===== config.mk =====
export PLATFORM = sky130hd
export DESIGN_NAME = cipher_rotor_permutation
export DESIGN_NICKNAME = d
export VERILOG_FILES = /design/src/hw/rtl/crp_pkg.sv /design/src/hw/rtl/cipher_rotor_permutation.sv
export SDC_FILE = /design/constraint.sdc
export NUM_CORES = 2
export LEC_CHECK = 0
export ABC_AREA = 1
export BUFFER_PORTS_ARGS = -buffer_cell sky130_fd_sc_hd__buf_2
export CAP_MARGIN = 15
export CORE_MARGIN = 1.5
export CORE_UTILIZATION = 25
export DETAILED_ROUTE_END_ITERATION = 12
export PLACE_DENSITY_LB_ADDON = 0.15
export SLEW_MARGIN = 20
export SYNTH_ARGS = -nofsm -noshare
export SYNTH_HDL_FRONTEND = slang
export SYNTH_SLANG_ARGS = --single-unit
export TNS_END_PERCENT = 30

===== constraint.sdc =====
create_clock -name i_clk -period 9.9 [get_ports i_clk]
set_clock_uncertainty 0.05 [all_clocks]
set_input_delay 0.99 -clock i_clk [delete_from_list [all_inputs] [get_ports i_clk]]
set_output_delay 0.99 -clock i_clk [all_outputs]
set_load 0.05 [all_outputs]

===== src/hw/rtl/crp_pkg.sv =====
// Package for the cipher rotor permutation block.
// Holds request kinds, request and response payload types and default sizes.
// No dependencies.
package crp_pkg;

    localparam int unsigned SYMBOLS_DEF = 256;
    localparam int unsigned FIELD_W     = 8;

    typedef enum logic [2:0] {
        KIND_LOAD     = 3'd0,
        KIND_FORWARD  = 3'd1,
        KIND_BACKWARD = 3'd2,
        KIND_ROTATE   = 3'd3,
        KIND_RESET    = 3'd4
    } t_kind;

    typedef struct packed {
        t_kind              kind;
        logic [FIELD_W-1:0] position;
        logic [FIELD_W-1:0] symbol;
    } t_req;

    typedef struct packed {
        logic [FIELD_W-1:0] result;
        logic               wrapped;
    } t_rsp;

endpackage


===== src/hw/rtl/cipher_rotor_permutation.sv =====
// Cipher rotor permutation: base and inverse tables in synchronous memories,
// rotation count and wrap flag in registers. Depends on crp_pkg.
//
// One request per cycle when not stalled. An accepted request first issues
// the table read (or writes the tables for a load, and updates the count
// for a rotate or reset); its response is then registered in the output stage.
// A load writes at its own accept edge, so a read accepted on the next edge
// already sees the new entry. Both tables come out of reset undefined; only
// entries that have been loaded may be looked up. One response per request.
module cipher_rotor_permutation
    import crp_pkg::*;
#(
    parameter int unsigned SYMBOLS = SYMBOLS_DEF
) (
    input  logic i_clk,
    input  logic i_rst_n,
    input  logic i_valid,
    output logic o_stall,
    input  t_req i_req,
    output logic o_valid,
    input  logic i_stall,
    output t_rsp o_rsp
);

    localparam int unsigned IDX_W = $clog2(SYMBOLS);
    localparam int unsigned CW    = ((IDX_W > FIELD_W) ? IDX_W : FIELD_W) + 1;

    logic [FIELD_W-1:0] base_mem [SYMBOLS];
    logic [IDX_W-1:0]   inv_mem  [SYMBOLS];

    logic [IDX_W-1:0]   r_rot;
    logic [IDX_W-1:0]   n_rot;
    logic               r_wrap;
    logic               n_wrap;

    logic               r_s1_vld;
    t_kind              r_s1_kind;
    logic               r_s1_ok;
    logic [IDX_W-1:0]   r_s1_rot;
    logic               r_s1_wrap;
    logic [FIELD_W-1:0] r_base_rd;
    logic [IDX_W-1:0]   r_inv_rd;

    logic               r_out_vld;
    t_rsp               r_out;
    t_rsp               n_out;

    logic               accept;
    logic               out_free;
    logic               pos_ok;
    logic               sym_ok;
    logic [CW-1:0]      pos_w;
    logic [CW-1:0]      sym_w;
    logic [CW-1:0]      diff;
    logic [CW-1:0]      sum;
    logic [IDX_W-1:0]   base_idx;
    logic [IDX_W-1:0]   sym_idx;

    assign out_free = !r_out_vld || !i_stall;
    assign o_stall  = r_s1_vld && !out_free;
    assign accept   = i_valid && !o_stall;
    assign o_valid  = r_out_vld;
    assign o_rsp    = r_out;

    // base index = (position - rotation) mod SYMBOLS
    always_comb begin
        pos_w    = CW'(i_req.position);
        sym_w    = CW'(i_req.symbol);
        pos_ok   = pos_w < CW'(SYMBOLS);
        sym_ok   = sym_w < CW'(SYMBOLS);
        diff     = pos_w - CW'(r_rot);
        if (diff[CW-1]) begin
            diff = diff + CW'(SYMBOLS);
        end
        base_idx = diff[IDX_W-1:0];
        sym_idx  = sym_w[IDX_W-1:0];
    end

    always_comb begin
        n_rot  = r_rot;
        n_wrap = r_wrap;
        if (accept) begin
            unique case (i_req.kind)
                KIND_ROTATE: begin
                    n_rot  = (r_rot == IDX_W'(SYMBOLS - 1)) ? '0 : r_rot + IDX_W'(1);
                    n_wrap = (r_rot == IDX_W'(SYMBOLS - 1));
                end
                KIND_RESET: begin
                    n_rot = '0;
                end
                default: begin
                end
            endcase
        end
    end

    always_ff @(posedge i_clk) begin
        if (!i_rst_n) begin
            r_rot  <= '0;
            r_wrap <= 1'b0;
        end else begin
            r_rot  <= n_rot;
            r_wrap <= n_wrap;
        end
    end

    always_ff @(posedge i_clk) begin
        if (accept) begin
            if (i_req.kind == KIND_LOAD && pos_ok) begin
                base_mem[base_idx] <= i_req.symbol;
                if (sym_ok) begin
                    inv_mem[sym_idx] <= base_idx;
                end
            end
            r_base_rd <= base_mem[base_idx];
            r_inv_rd  <= inv_mem[sym_idx];
        end
    end

    always_ff @(posedge i_clk) begin
        if (!i_rst_n) begin
            r_s1_vld <= 1'b0;
        end else if (accept) begin
            r_s1_vld <= 1'b1;
        end else if (out_free) begin
            r_s1_vld <= 1'b0;
        end
    end

    always_ff @(posedge i_clk) begin
        if (accept) begin
            r_s1_kind <= i_req.kind;
            r_s1_ok   <= (i_req.kind == KIND_FORWARD) ? pos_ok : sym_ok;
            r_s1_rot  <= r_rot;
            r_s1_wrap <= n_wrap;
        end
    end

    // backward: (inverse entry + rotation) mod SYMBOLS
    always_comb begin
        sum = CW'(r_inv_rd) + CW'(r_s1_rot);
        if (sum >= CW'(SYMBOLS)) begin
            sum = sum - CW'(SYMBOLS);
        end
        n_out.wrapped = r_s1_wrap;
        unique case (r_s1_kind)
            KIND_FORWARD:  n_out.result = r_s1_ok ? r_base_rd : '0;
            KIND_BACKWARD: n_out.result = r_s1_ok ? sum[FIELD_W-1:0] : '0;
            default:       n_out.result = '0;
        endcase
    end

    always_ff @(posedge i_clk) begin
        if (!i_rst_n) begin
            r_out_vld <= 1'b0;
        end else if (out_free) begin
            r_out_vld <= r_s1_vld;
        end
    end

    always_ff @(posedge i_clk) begin
        if (out_free && r_s1_vld) begin
            r_out <= n_out;
        end
    end

    a_rotate_wraps: assert property (@(posedge i_clk) disable iff (!i_rst_n)
        accept && i_req.kind == KIND_ROTATE && r_rot == IDX_W'(SYMBOLS - 1)
        |=> r_rot == '0 && r_wrap)
        else $error("rotate past last position did not wrap");

    a_reset_kind: assert property (@(posedge i_clk) disable iff (!i_rst_n)
        accept && i_req.kind == KIND_RESET |=> r_rot == '0 && $stable(r_wrap))
        else $error("reset request did not clear count or changed flag");

    a_stall_full: assert property (@(posedge i_clk) disable iff (!i_rst_n)
        o_stall |-> r_s1_vld && r_out_vld && i_stall)
        else $error("input stalled while pipeline has room");

    a_accept_fills: assert property (@(posedge i_clk) disable iff (!i_rst_n)
        accept |=> r_s1_vld)
        else $error("accepted request lost before read stage");

endmodule

==> results.txt <==
----------------------------------------------------
[Job]
  Maxcap violations ... 0

[Die]
  Ports ... 34
  Vert. Die Dim ... roughly 800 um
  Effective utilization at floorplan ... about 25%
  Standard-cell rows ... 300
  Core footprint ... 666000 um2
  Overall die area ... 673000 um2
  Die extent in x ... 820 um

[Setup path]
  Cell with the biggest individual delay on the critical path ... sky130_fd_sc_hd__fa_4
  CP top delay family ... simple AND/OR/NAND/NOR gates
  Startpoint kind of the worst setup timing path ... register
  Critical path's largest stage delay ... 1.03 ns
  RR Endpoint ... r_base_rd[1]
  Setup slack of the most critical reg-to-reg path ... 4.22 ns
  Start-to-end type of the worst setup path ... register to register
  Critical Path End Type ... register
  Origin of the critical flop-to-flop path ... r_rot[0]
  CP Max Fanout ... 43
  Critical path data required time ... 10.63 ns
  Critical Path AT ... 6.41 ns
  R2r worst-path depth ... 17
  Cell Chain, Critical Path ... ha_1, inv_1, fa_4, inv_4, nand2_4, buf_4, nor2_1, nor2_1, nand2_1, nand3_1, nand2_1, nand2_1, nand2_1, nor2_1, nor2_1, nor2_1, nand2_1
  CP Buf/Inv Count ... 3

[Synthesis]
  Avg Cell Area, Syn ... 11.5 um2
  Library cells used by synthesis ... 34
  Sequential element share of the synthesized area ... between 70 and 80%
  Post-synth net total ... 14600
  Synthesized area ... between 150000 and 200000 um2
  Count of warnings emitted by yosys ... 0
  Synth area leaders ... sky130_fd_sc_hd__edfxtp_1 (74%), sky130_fd_sc_hd__nand2_1 (13%), sky130_fd_sc_hd__nor2_1 (3.6%)
  Yosys reg bits ... 4144
  Library cell with the largest summed area after synthesis ... sky130_fd_sc_hd__edfxtp_1
  Number of instances in the synthesized netlist ... 14600
  Top cell type's share of synthesized area ... 74.3%

[Clock tree]
  Clk sinks ... 4144
  Clock-pin slew on the worst setup and hold paths ... 0.06 ns
  H-tree level count ... 5
  Num CTS Buffers ... 457
  TritonCTS clock tree ... yes
  Quantity of gates resized following cts ... 0
  Root cell of the clock tree ... sky130_fd_sc_hd__clkbuf_16
  Max Root-Sink Buffers ... 4
  Total of hold buffers inserted after clock tree synthesis ... 0
  Worst skew pair latency ... 1.05 ns
  Post-CTS repair timing setup buffer count ... 0

[Place]
  Number of buffer cells added on primary ports ... 33
  Weighted congestion reported at the end of routability-driven placement ... between 0.7 and 0.8
  Post-DP HPWL ... 338 mm

[Route]
  Number of DRC violations after detailed-routing iteration 0 ... 8711
  Residual DRC count ... 0
  Total iterations of the first detailed-routing run ... 5
  Total number of vias ... roughly 110k
  Routed wire length ... around 600 mm
  Via density ... 4.42
  WL/cell ... between 20 and 25 um
  Antenna violation net count after detailed routing ... 0

[Pwr]
  Worst VDD drop ... 0.000137 V
  Static Leak ... 69.3 nW
  Power density over cell area ... 205 nW/um2

[Layout]
  Commonest non-fill, non-tap cell in the layout ... sky130_fd_sc_hd__nand2_1
  Filler cell count ... 68700
  Layout cells sized above 1 ... 6.51%
  # nets final ... 14600
  Highest-count cells in the layout ignoring fill and taps ... sky130_fd_sc_hd__nand2_1 (5594), sky130_fd_sc_hd__edfxtp_1 (4133), sky130_fd_sc_hd__nor2_1 (1563)
  Relative area change from synthesis to final layout ... 15.2%

[Timing]
  Unrepaired setup endpoints after global routing ... no
  Highest attainable clock frequency ... between 0.15 and 0.2 GHz
  Tightest Pin Transition ... 1.28 ns
  Number of failing hold endpoints at the final stage ... 0
  Normalized max-slew margin ... 14.4%
  Slew Viols, Final ... 0
  Final Hold Slack ... 0.143 ns
  Shortest period the worst path allows ... about 5.7 ns
  Setup TNS ... 0 ns
  Number of setup violations in the final report ... 0
  Final clock period utilization by the worst path ... 57.3%

[Min path]
  Worst Hold Endpoint ... r_s1_kind[2]
  Launch instance of the worst min-delay path ... i_req[18]
  Hold Path Depth ... 1
  Classification of the worst-slack hold path ... input pin to register

[Global routing]
  Met2 track demand over resource ... 27.8%
  Via count of the first global-routing pass ... 102000
  GR peak layer ... met2
  GR Util All Layers ... 16.9%
  Gr ovfl total ... 0
  Met1 Usage GRT ... 24.0%
  Number of antenna violations at the first check in global routing ... 30
  Pin count of the biggest net entering global routing ... 176
  Fraction of met3 tracks used by global routing ... under 10%
  Global-route wire length before repair ... 821 mm

[Status]
  Run status ... complete, no violations

----------------------------------------------------
worst max-delay path by stage:
stage / from / end / slack, ns / cells after the start
floorplan: i_req[12] / base_mem[198][0] / 1.89 / 10
global placement: i_req[8] / base_mem[86][5] / 3.01 / 16
detailed placement: i_req[8] / r_base_rd[7] / 3.38 / 19
CTS: r_rot[0] / r_base_rd[7] / 4.13 / 17
global route: r_rot[0] / r_base_rd[1] / 4.05 / 17
finish: r_rot[0] / r_base_rd[1] / 4.22 / 17
state kept, by name, indices dropped and copies added (netlist names):
register and cells:
base_mem 2048, inv_mem 2048, o_rsp 9, r_base_rd 8
r_inv_rd 8, r_rot 8, r_s1_rot 8, r_s1_kind 3
o_valid 1, r_s1_vld 1, r_s1_wrap 1, r_wrap 1
metal layers:
layer / wire length, um / part of all wire [%]
met4: 12300 / 2.1
met3: 24300 / 4.2
met1: 273000 / 47
met2: 273000 / 47
met5: 58 / 0.0099
worst reg2reg max path, stage by stage, from the launching register on:
cell and delay (ns):
sky130_fd_sc_hd__dfxtp_1 0.58, sky130_fd_sc_hd__ha_1 0.23, sky130_fd_sc_hd__inv_1 0.05, sky130_fd_sc_hd__fa_4 1.03, sky130_fd_sc_hd__inv_4 0.30, sky130_fd_sc_hd__nand2_4 0.71
sky130_fd_sc_hd__buf_4 0.77, sky130_fd_sc_hd__nor2_1 0.17, sky130_fd_sc_hd__nor2_1 0.14, sky130_fd_sc_hd__nand2_1 0.14, sky130_fd_sc_hd__nand3_1 0.12, sky130_fd_sc_hd__nand2_1 0.13
sky130_fd_sc_hd__nand2_1 0.09, sky130_fd_sc_hd__nand2_1 0.14, sky130_fd_sc_hd__nor2_1 0.12, sky130_fd_sc_hd__nor2_1 0.05, sky130_fd_sc_hd__nor2_1 0.48, sky130_fd_sc_hd__nand2_1 0.13
cells in the mapped netlist (all sizes together):
cell and count:
nand2 5633, edfxtp 4133, nor2 1597, inv 733, nand3 598, a21oi 415, clkbuf 374, buf 338
nand4 292, o21ai 192, a22oi 154, nand3b 29, ha 16, nor3 13, dfxtp 11, clkinv 7
xor2 5, o22ai 4, and2 3, xnor2 3, fa 2, a21o 1, a31oi 1, nor3b 1
o21a 1, o221ai 1, o32ai 1
report_power, final:
part	leakage (nW)	total (mW)	switching [mW]	internal, mW
Combinational	25.0	3.09	2.47	0.614
Sequential	37.3	19.5	0.0407	19.5
Clock	7.03	16.9	7.37	9.49
Total	69.3	39.4	9.88	29.6
cell type report:
class	instances	area, um2	share of cell area (%)
flip-flops and latches	4144	124000	64.6
multi-input cells	8962	37200	19.3
clock buffers	577	12000	6.24
well taps	8909	11100	5.79
inverters	740	2840	1.48
repair buffers	272	2440	1.27
clock inverters	267	2380	1.24
diodes	15	37.5	0.0195
per-stage QoR:
stage	power (mW)	area [um2]	cells	util, %	setup slack [ns]
CTS	39.9	192000	23900	28.9	4.13
floorplan	21.5	167000	14600	-	1.89
finish	39.4	192000	23900	28.9	4.22
global route	40.7	192000	23900	28.9	4.05
detailed placement	23.0	178000	23000	26.7	3.38
global placement	23.0	178000	23000	26.7	3.01
cell families (layout without fill, tap and decap cells):
kind of cell	count (synthesis)	count (layout)	share of synthesized area (%)
buffers and inverters	1452	1856	3.46
other	0	15	0
adders and majority gates	18	18	0.144
DFF	4144	4144	74.5
and+or+nand+nor	8166	8166	19.3
AOI/OAI and AO/OA	770	770	2.55
xor gates and xnor gates	8	8	0.0465
Power figures use the tool's default switching activity.
